<file path="src/hw/rtl/oldbv_pkg.sv">
`timescale 1ns / 1ps

package oldbv_pkg;

  localparam int DEFAULT_DEPTH = 16;
  localparam int ENTRY_W       = 32;
  localparam int STATUS_W      = 2;
  localparam int COUNT_W       = 5;

  localparam logic KIND_APPEND = 1'b0;
  localparam logic KIND_REMOVE = 1'b1;

  localparam logic [STATUS_W-1:0] ST_DONE      = 2'd0;
  localparam logic [STATUS_W-1:0] ST_NOT_FOUND = 2'd1;
  localparam logic [STATUS_W-1:0] ST_FULL      = 2'd2;

  typedef struct packed {
    logic                      kind;
    logic signed [ENTRY_W-1:0] value;
  } req_t;

  typedef struct packed {
    logic [STATUS_W-1:0] status;
    logic [COUNT_W-1:0]  entry_count;
  } rsp_t;

  typedef struct packed {
    logic                      append;
    logic                      remove;
    logic signed [ENTRY_W-1:0] value;
  } cell_ctrl_t;

endpackage

</file>
<file path="src/hw/rtl/ordered_list_delete_by_value.sv">
`timescale 1ns / 1ps

// channel | signals                      | direction
// req     | req_valid, req_ready, req    | in   (kind, value)
// rsp     | rsp_valid, rsp_ready, rsp    | out  (status, entry_count)
//
// one item per cycle while the result is not stalled, result valid in the cycle after the transfer
// the match search ripples combinationally through the DEPTH cells
// rst clears the entry count and the result valid; entries are not cleared
// a stalled result holds req_ready low until it is taken

module ordered_list_delete_by_value #(
  parameter int DEPTH = oldbv_pkg::DEFAULT_DEPTH
) (
  input  logic            clk,
  input  logic            rst,
  input  logic            req_valid,
  output logic            req_ready,
  input  oldbv_pkg::req_t req,
  output logic            rsp_valid,
  input  logic            rsp_ready,
  output oldbv_pkg::rsp_t rsp
);
  import oldbv_pkg::*;

  localparam int CNT_W = $clog2(DEPTH + 1);

  logic [CNT_W-1:0]          count;
  logic [CNT_W-1:0]          count_next;
  logic                      accept;
  logic                      full;
  logic                      found;
  logic [STATUS_W-1:0]       status_next;
  cell_ctrl_t                ctrl;
  logic [DEPTH:0]            hit;
  logic signed [ENTRY_W-1:0] entry [DEPTH];

  assign req_ready = !rsp_valid || rsp_ready;
  assign accept    = req_valid && req_ready;
  assign full      = count == CNT_W'(DEPTH);
  assign found     = hit[DEPTH];

  assign ctrl.append = accept && (req.kind == KIND_APPEND) && !full;
  assign ctrl.remove = accept && (req.kind == KIND_REMOVE);
  assign ctrl.value  = req.value;

  assign hit[0] = 1'b0;

  for (genvar i = 0; i < DEPTH; i++) begin : g_cell
    logic signed [ENTRY_W-1:0] nbr;
    if (i == DEPTH - 1) begin : g_last
      assign nbr = entry[i];
    end else begin : g_mid
      assign nbr = entry[i+1];
    end
    oldbv_cell #(
      .IDX   (i),
      .CNT_W (CNT_W)
    ) u_cell (
      .clk        (clk),
      .ctrl       (ctrl),
      .count      (count),
      .next_entry (nbr),
      .hit_in     (hit[i]),
      .hit_out    (hit[i+1]),
      .entry      (entry[i])
    );
  end

  always_comb begin
    count_next  = count;
    status_next = ST_DONE;
    if (req.kind == KIND_APPEND) begin
      if (full) begin
        status_next = ST_FULL;
      end else begin
        count_next = count + CNT_W'(1);
      end
    end else begin
      if (found) begin
        count_next = count - CNT_W'(1);
      end else begin
        status_next = ST_NOT_FOUND;
      end
    end
  end

  always_ff @(posedge clk) begin
    if (rst) begin
      count     <= '0;
      rsp_valid <= 1'b0;
    end else if (accept) begin
      count           <= count_next;
      rsp_valid       <= 1'b1;
      rsp.status      <= status_next;
      rsp.entry_count <= COUNT_W'(count_next);
    end else if (rsp_ready) begin
      rsp_valid <= 1'b0;
    end
  end

endmodule

</file>
<file path="src/hw/rtl/oldbv_cell.sv">
`timescale 1ns / 1ps

module oldbv_cell #(
  parameter int IDX   = 0,
  parameter int CNT_W = 5
) (
  input  logic                               clk,
  input  oldbv_pkg::cell_ctrl_t              ctrl,
  input  logic [CNT_W-1:0]                   count,
  input  logic signed [oldbv_pkg::ENTRY_W-1:0] next_entry,
  input  logic                               hit_in,
  output logic                               hit_out,
  output logic signed [oldbv_pkg::ENTRY_W-1:0] entry
);
  import oldbv_pkg::*;

  logic active;
  logic match;
  logic shift;
  logic load;

  assign active  = CNT_W'(IDX) < count;
  assign match   = active && (entry == ctrl.value);
  assign hit_out = hit_in | match;
  assign shift   = ctrl.remove & hit_out;
  assign load    = ctrl.append & (count == CNT_W'(IDX));

  always_ff @(posedge clk) begin
    if (shift) begin
      entry <= next_entry;
    end else if (load) begin
      entry <= ctrl.value;
    end
  end

endmodule

</file>
<file path="config.mk">
export PLATFORM = sky130hd
export DESIGN_NAME = ordered_list_delete_by_value
export DESIGN_NICKNAME = d
export VERILOG_FILES = /design/src/hw/rtl/oldbv_pkg.sv /design/src/hw/rtl/ordered_list_delete_by_value.sv /design/src/hw/rtl/oldbv_cell.sv
export SDC_FILE = /design/constraint.sdc
export NUM_CORES = 1
export LEC_CHECK = 0
export BUFFER_PORTS_ARGS = -buffer_cell sky130_fd_sc_hd__buf_2
export CORE_AREA = 2 2 348 350
export DETAILED_ROUTE_END_ITERATION = 7
export DIE_AREA = 0 0 350 352
export GPL_TIMING_DRIVEN = 1
export SYNTH_ARGS = -nofsm -noshare
export SYNTH_HDL_FRONTEND = slang
export SYNTH_SLANG_ARGS = --single-unit
</file>
<file path="constraint.sdc">
create_clock -name clk -period 5.76 [get_ports clk]
set_clock_uncertainty 0.1 [all_clocks]
set_input_delay 0.576 -clock clk [delete_from_list [all_inputs] [get_ports clk]]
set_output_delay 0.576 -clock clk [all_outputs]
set_load 0.02 [all_outputs]
</file>
==> metrics.md, run 1 <==
| Metric | Value |
|---|---|
| Adder-Cell Fraction of Synth Area | 0.211% |
| Post-layout min period | 4.15 ns |
| Total GRT Usage | 15.1% |
| Synth Area in XOR/XNOR | 15.2% |
| Synthesized instance count | 2222 |
| Number of core rows | 127 |
| Synth Area in Compound Gates | 1.82% |
| R2r setup slk | approximately 1.6 ns |
| Worst-Margin Slew | 1.03 ns |
| Reg2Reg Launch Point | count[4] |
| Synth cell types | 64 |
| Hold WC Path Type | primary input to flop |
| Initial core utilization | 24.8% |
| First-pass GRT wire length | 136000 um |
| Placer Congestion | 0.972 |
| Outcome | finished, final reports clean |
| Vias | ~19000 |
| R2R cell count | 9 |
| Fin area | 33600 sq um |
| Deepest clock path buffer count | 3 |
| Hold WS | 0.112 ns |
| Final setup TNS | 0 ns |
| Final net count | 2274 |
| Leakage | 10.4 nW |
| Mux cell area share after synthesis | ~18% |
| Total power | 8.43 mW |
| Vias in the first global route | 18600 |
| Routed Antenna Nets | 0 |
| Share of layout cells above drive strength 1 | between 20% and 30% |
| I/O pin cnt | 46 |
| DR pass1 iterations | 7 |
| Critical Path End Type | flop |
| CTS H-tree depth | 2 |
| Filler Cell Count | 12200 |
| CTS clk-pin slew, worst paths | 0.06 ns |
| Syn Nets | 2264 |
| Setup repair after global routing missed its margin | no |
| Yosys warnings | 0 |
| Clk sink count | 525 |
| Post-detailed-route DRC marker count | 0 |
| I/O Buffers | 45 |
| Critical path startpoint category | flop |
| Number of gates resized after cts | 0 |
| Achievable frequency | 241 MHz |
| Critical R2R Capture | g_cell[14].u_cell.entry[23] |
| CP Class | flop to flop |
| Seq/Total Area, Yosys | approximately 53% |
| Drt wl/cell | 24.5 um |
| Area grow syn2layout | 13.3% |
| Number of synthesized flops with an enable pin | 519 |
| Slew HR | 31.4% |
| Synth Area in Simple Gates | 8.41% |
| Slew Limit Fails | 0 |
| Worst Hold Endpoint | rsp_valid |
| Area post-placement | 32000 sq um |
| 1st-iter DRT viols | roughly 2100 |
| Ys async rst share | 0% |
| Average vias per placed instance | 4.88 |
| Initial antenna violation count | 2 |
| Die area | 123000 sq um |
| CP required | 6.00 ns |
| Fin crit share | a little over 70% |
| Pwr/cell area | roughly 250 nW/um^2 |
| Avg Synthesized Cell Area | 13.3 sq um |
| Critical-path maximum fanout | 33 |
| HPWL Detailed | roughly 68000 um |
| Cts hold-fix bufs | 0 |
| Final setup viols | 0 |
| Main synth FF type | edfxtp_1 |
| Core Area | 119000 sq um |
| Width of the chip | 350 um |
| VDD IR max | 0.000232 V |
| Core Util, Final | between 20% and 30% |
| Arr. time, crit path | 4.40 ns |
| #FFs+latches synth | ~530 |
| DIE HEIGHT | between 300 and 400 um |
| HP Start | req_valid |
| Final hold viol count | 0 |
| CTS tree | yes |
| CTS Buf Count | 53 |
| Worst Hold Depth | 3 |
| Clock latency on the worst-skew pair | about 0.64 ns |
| Root Buffer | clkbuf_16 |
| Syn Std Cell Area | 29600 sq um |
| Main combinational cell family by area after synthesis | multiplexers |
| Total gr overflow | 0 |
| Largest net degree at the start of global routing | 34 |
| Post-CTS setup buffer count | 0 |
| DRT Wirelength | between 90000 and 100000 um |
| Max cap viols | 0 |
[report_power, final]
part / internal, mW / switching (mW)
logic: 0.290 / 0.478
clock network: 1.87 / 1.56
registers: 4.22 / 0.0116
[worst max path at each step]
stage                     cells past startpoint  slack (ns)  startpoint                           to
final                                         9        1.61    count[4]  g_cell[14].u_cell.entry[23]
after detailed placement                     10        1.02     req[10]  g_cell[14].u_cell.entry[31]
after floorplan                               6        1.12   rsp_ready    g_cell[9].u_cell.entry[0]
after global routing                          9        1.43    count[4]  g_cell[14].u_cell.entry[31]
after CTS                                     9        1.57    count[4]  g_cell[14].u_cell.entry[31]
after global placement                       10        1.07     req[30]  g_cell[14].u_cell.entry[31]
[sequential cells by signal, indices dropped and copies added (netlist names)]
| name | flops |
|---|---|
| count | 5 |
| rsp_valid | 1 |
| rsp | 7 |
| g_cell.u_cell.entry | 512 |
[through the flow]
stage | worst slack, ns | instances
after floorplan | 1.12 | 2222
after global placement | 1.07 | 3789
after detailed placement | 1.02 | 3789
after CTS | 1.57 | 3878
after global routing | 1.43 | 3878
final | 1.61 | 3879
[cell families after synthesis]
family | Yosys count
DFF | 525
xor gates and xnor gates | 514
muxes | 483
and+or+nand+nor | 431
buffers and inverters | 193
AOI/OAI and AO/OA | 71
adders and majority gates | 5
[per-layer routing]
layer  vias up  routed length [um]  track usage (%)
met5         -                   0                0
met1      9633               41100             20.8
met3       163                6820             2.34
met2       815               44000             24.0
li1       8333                   -                -
met4         0                3190             4.91
[synthesized netlist by cell type, types with 3 or more instances]
cell,count,area share (%)
a21o_1,9,0.23
a21oi_1,13,0.22
a31oi_1,9,0.19
and3_1,5,0.11
buf_1,6,0.076
buf_2,80,1.4
buf_4,19,0.48
clkbuf_1,83,1.1
dfxtp_1,6,0.41
edfxtp_1,519,53
ha_1,5,0.21
inv_1,4,0.051
mux2_1,72,2.7
mux2_2,410,16
nand2_1,39,0.49
nand2b_1,3,0.063
nand3_1,34,0.57
nand3b_1,3,0.076
nand4_1,118,2.5
nand4b_1,6,0.18
nor2_1,42,0.53
nor2b_1,5,0.11
nor3_1,26,0.44
nor3b_1,4,0.10
nor4_1,103,2.2
nor4b_1,7,0.21
o2111ai_1,3,0.089
o21a_1,3,0.076
o21ai_0,7,0.12
or3_1,16,0.34
or4_1,11,0.28
xnor2_1,242,7.2
xor2_1,272,8.0
[critical path: stages, from the launching register on]
cell and delay (ns):
dfxtp_1 0.47, or3_1 0.60, nand4_1 0.14, nor4_1 0.06, nand4_1 0.11, nand4_1 0.26
nor2b_1 0.69, a31o_2 0.90, nand2_1 0.17, buf_4 0.34
[final cells by class]
type                            count  area [sq um]  area share (%)
Antenna cell                        1          2.50         0.00745
Clock buffer                       67          1380            4.11
Clock inverter                     22           236           0.704
Inverter                            5          18.8          0.0559
Multi-Input combinational cell   1504         13200            39.3
Sequential cell                   525         15700            46.8
Tap cell                         1612          2020            6.01
Timing Repair Buffer              143          1020            3.05
[placed cells by master (no fill, tap or decap), types with 6 or more instances in the layout]
master / count
a21o_1: 9
a21oi_1: 11
a31oi_4: 6
buf_2: 45
buf_4: 93
clkbuf_1: 14
clkbuf_16: 53
clkinv_1: 9
clkinv_2: 6
dfxtp_1: 6
edfxtp_1: 519
mux2_1: 72
mux2_2: 410
nand2_1: 39
nand3_1: 34
nand4_1: 118
nand4b_1: 6
nor2_1: 40
nor3_1: 25
nor4_1: 102
nor4b_1: 7
o21ai_0: 6
or3_1: 16
or4_1: 11
xnor2_1: 242
xor2_1: 272
Power figures use the tool's default switching activity.
==> run 2: changes to the inputs <==
==> constraint.sdc (replaced) <==
create_clock -name clk -period 3.35 [get_ports clk]
set_clock_uncertainty 0.1 [all_clocks]
set_input_delay 0.335 -clock clk [delete_from_list [all_inputs] [get_ports clk]]
set_output_delay 0.335 -clock clk [all_outputs]
set_load 0.02 [all_outputs]
==> run 2 against run 1 <==
Net effect: the run now ends with setup timing left; die area unchanged; via count is 9.9% higher; combinational power rose by 120%; largest cell class unchanged; highest routed layer unchanged.
==> metrics.md, run 2 (synthesis results as in run 1) <==
| Metric | Value |
|---|---|
| Outcome | finished with violations (was finished, final reports clean) |
| Failing checks | setup timing |
| Post-detailed-route DRC marker count | 0 (unchanged) |
| Arr. time, crit path | 3.82 ns (was 4.40 ns) |
| Switching share of power | 24.9% (was 24.3%) |
| Placer Congestion | 0.993 (was 0.972) |
| Multi-input logic area | 13600 sq um (was 13200 sq um) |
| Initial core utilization | 24.8% (unchanged) |
| Total GRT Usage | 17.0% (was 15.1%) |
| Final hold viol count | 0 (unchanged) |
| DR pass1 iterations | 6 (was 7) |
| Critical Path End Type | flop (unchanged) |
| Placed cells | 4141 (was 3789) |
| Clock network power share | 40.1% (was 40.7%) |
| Core Area | 119000 sq um (unchanged) |
| Critical path startpoint category | flop (unchanged) |
| Root Buffer | clkbuf_16 (unchanged) |
| Fin area | 38200 sq um (was 33600 sq um) |
| Most common cell after layout, fill and taps aside | edfxtp_1 (unchanged) |
| Setup repair after global routing missed its margin | yes (was no) |
| Largest net degree at the start of global routing | 34 (unchanged) |
| Final setup viols | 325 (was 0) |
| Worst-Margin Slew | 0.724 ns (was 1.03 ns) |
| Final worst slack | -0.150 ns (was 1.61 ns) |
| Die area | 123000 sq um (unchanged) |
| Sw Pwr | 3.73 mW (was 2.05 mW) |
| Total gr overflow | 0 (unchanged) |
| CTS Buf Count | 55 (was 53) |
| Vias in the first global route | 20500 (was 18600) |
| Share of layout cells above drive strength 1 | 41.3% (was 28.3%) |
| Register Area | 15700 sq um (about the same) |
| Fin crit share | 104% (was 72.1%) |
| Reg with most FFs | g_cell.u_cell.entry (unchanged) |
| Most frequent cells in the layout | edfxtp_1 (519), mux2_2 (399), buf_4 (387), xor2_1 (270), xnor2_1 (241) (was edfxtp_1 (519), mux2_2 (410), xor2_1 (272), xnor2_1 (242), nand4_1 (118)) |
| Post-layout min period | 3.50 ns (was 4.15 ns) |
| Final setup TNS | -17.37 ns (was 0 ns) |
| Internal Pwr Total | 11.3 mW (was 6.38 mW) |
| DRT Wirelength | 108000 um (was 95100 um) |
| CTS clk-pin slew, worst paths | 0.07 ns (was 0.06 ns) |
| I/O pin cnt | 46 (unchanged) |
| Achievable frequency | 286 MHz (was 241 MHz) |
| CTS H-tree depth | 2 (unchanged) |
| Critical-path maximum fanout | 6 (was 33) |
| Filler Cell Count | 11800 (was 12200) |
| Combinational share of power | 11.3% (was 9.1%) |
| Clock latency on the worst-skew pair | 0.67 ns (was 0.64 ns) |
| First-pass GRT wire length | 151000 um (was 136000 um) |
| Routed Antenna Nets | 0 (unchanged) |
| Average vias per placed instance | 4.86 (was 4.88) |
| Flip-flop count of the largest register after layout | 512 (unchanged) |
| Hold WC Path Type | primary input to flop (unchanged) |
| VDD IR max | 0.000384 V (was 0.000232 V) |
| CP Class | flop to flop (unchanged) |
| DIE HEIGHT | 352 um (unchanged) |
| Max cap viols | 0 (unchanged) |
| Vias | 20800 (was 18900) |
| Slew HR | 51.7% (was 31.4%) |
| CTS tree | yes (unchanged) |
| Number of core rows | 127 (unchanged) |
| Area post-placement | 35400 sq um (was 32000 sq um) |
| Top flop regs | g_cell.u_cell.entry: 512 flops, rsp: 7 flops, count: 5 flops (unchanged) |
| Drt wl/cell | 25.2 um (was 24.5 um) |
| Pwr/cell area | 392 nW/um^2 (was 251 nW/um^2) |
| R2r setup slk | -0.15 ns (was 1.61 ns) |
| HPWL Detailed | 80300 um (was 68000 um) |
| CP required | 3.67 ns (was 6.00 ns) |
| I/O Buffers | 45 (unchanged) |
| Clk sink count | 525 (unchanged) |
| Antenna diode count | 0 (was 1) |
| Final net count | 2670 (was 2274) |
| Slew Limit Fails | 0 (unchanged) |
| Non-filler cells, final | 4282 (was 3879) |
| Initial antenna violation count | 4 (was 2) |
| Sequential power share | 48.5% (was 50.2%) |
| 1st-iter DRT viols | 2262 (was 2061) |
| Width of the chip | 350 um (unchanged) |
| Deepest clock path buffer count | 3 (unchanged) |
| Area grow syn2layout | 28.9% (was 13.3%) |
| Leakage | 12.9 nW (was 10.4 nW) |
## run 2: changes by cell type in the layout (fill, tap and decap cells not counted), moves of 4 or more
cell           change
buf_6             +12
clkinv_1           +7
mux2_1            -41
a21o_4             +5
mux2_2            -11
nor4_1             -4
buf_4            +294
clkbuf_16          +7
buf_16            +10
buf_12            +64
dlygate4sd3_1      +5
mux2_4            +52
a21o_1             -5
## run 2: area by class of cell
type / count / area share, %
clock buffers: 68 / 3.73
clock inverters: 31 / 0.707
inverters: 5 / 0.0491
multi-input cells: 1505 / 35.6
flip-flops and latches: 525 / 41.1
well taps: 1612 / 5.28
repair buffers: 536 / 13.5
## run 2: metrics by stage
step                hold slack, ns  utilization (%)  setup slack (ns)  power, mW
floorplan                    0.334                -           -0.0348       8.28
global placement             0.421             29.6            -0.673       9.03
detailed placement           0.442             29.6            -0.607       9.04
CTS                         0.0789             31.8           -0.0846       15.1
global route                 0.101             32.0            -0.171       15.4
finish                      0.0867             32.0            -0.150       15.0
## run 2: power groups by stage
stage	combinational [mW]	clock [mW]	sequential (mW)
after floorplan	0.859	0	7.42
after global placement	1.62	0	7.42
after detailed placement	1.62	0	7.42
after CTS	1.67	6.11	7.28
after global routing	1.78	6.32	7.28
final	1.70	6.01	7.28
## run 2: what timing repair did
action | in CTS | in global routing
gates cloned | 12 | 6
buffers inserted | 13 | 7
hold buffers | 5 | 0
setup endpoints to repair | 678 | 564
gates resized for setup | 92 | 18
endpoints found under the hold margin | 7 | 0
pin swaps | 12 | 10
## run 2: final timing paths
kind | from | to | depth (start not counted)
max | g_cell[1].u_cell.entry[9] | g_cell[8].u_cell.entry[9] | 13
min | req[30] | g_cell[9].u_cell.entry[30] | 2
max reg2reg | g_cell[1].u_cell.entry[9] | g_cell[8].u_cell.entry[9] | 13
min reg2reg | g_cell[1].u_cell.entry[11] | g_cell[0].u_cell.entry[11] | 1
## run 2: layer usage
| metal | track usage [%] | up-vias | wire [um] |
|---|---|---|---|
| met5 | 0 | - | 0 |
| met4 | 6.52 | 0 | 4650 |
| met3 | 2.80 | 206 | 8730 |
| met2 | 26.8 | 966 | 48800 |
| met1 | 23.2 | 10500 | 45600 |
| li1 | - | 9139 | - |
## run 2: critical path, stage by stage (launching register included)
cell       delay, ns
edfxtp_1        0.54
xor2_4          0.25
buf_6           0.16
nor4_4          0.15
nand3_1         0.15
or3_4           0.42
nand4_1         0.19
a2111oi_4       0.09
buf_12          0.17
buf_12          0.14
a31oi_4         0.19
buf_4           0.18
clkbuf_16       0.16
mux2_2          0.33
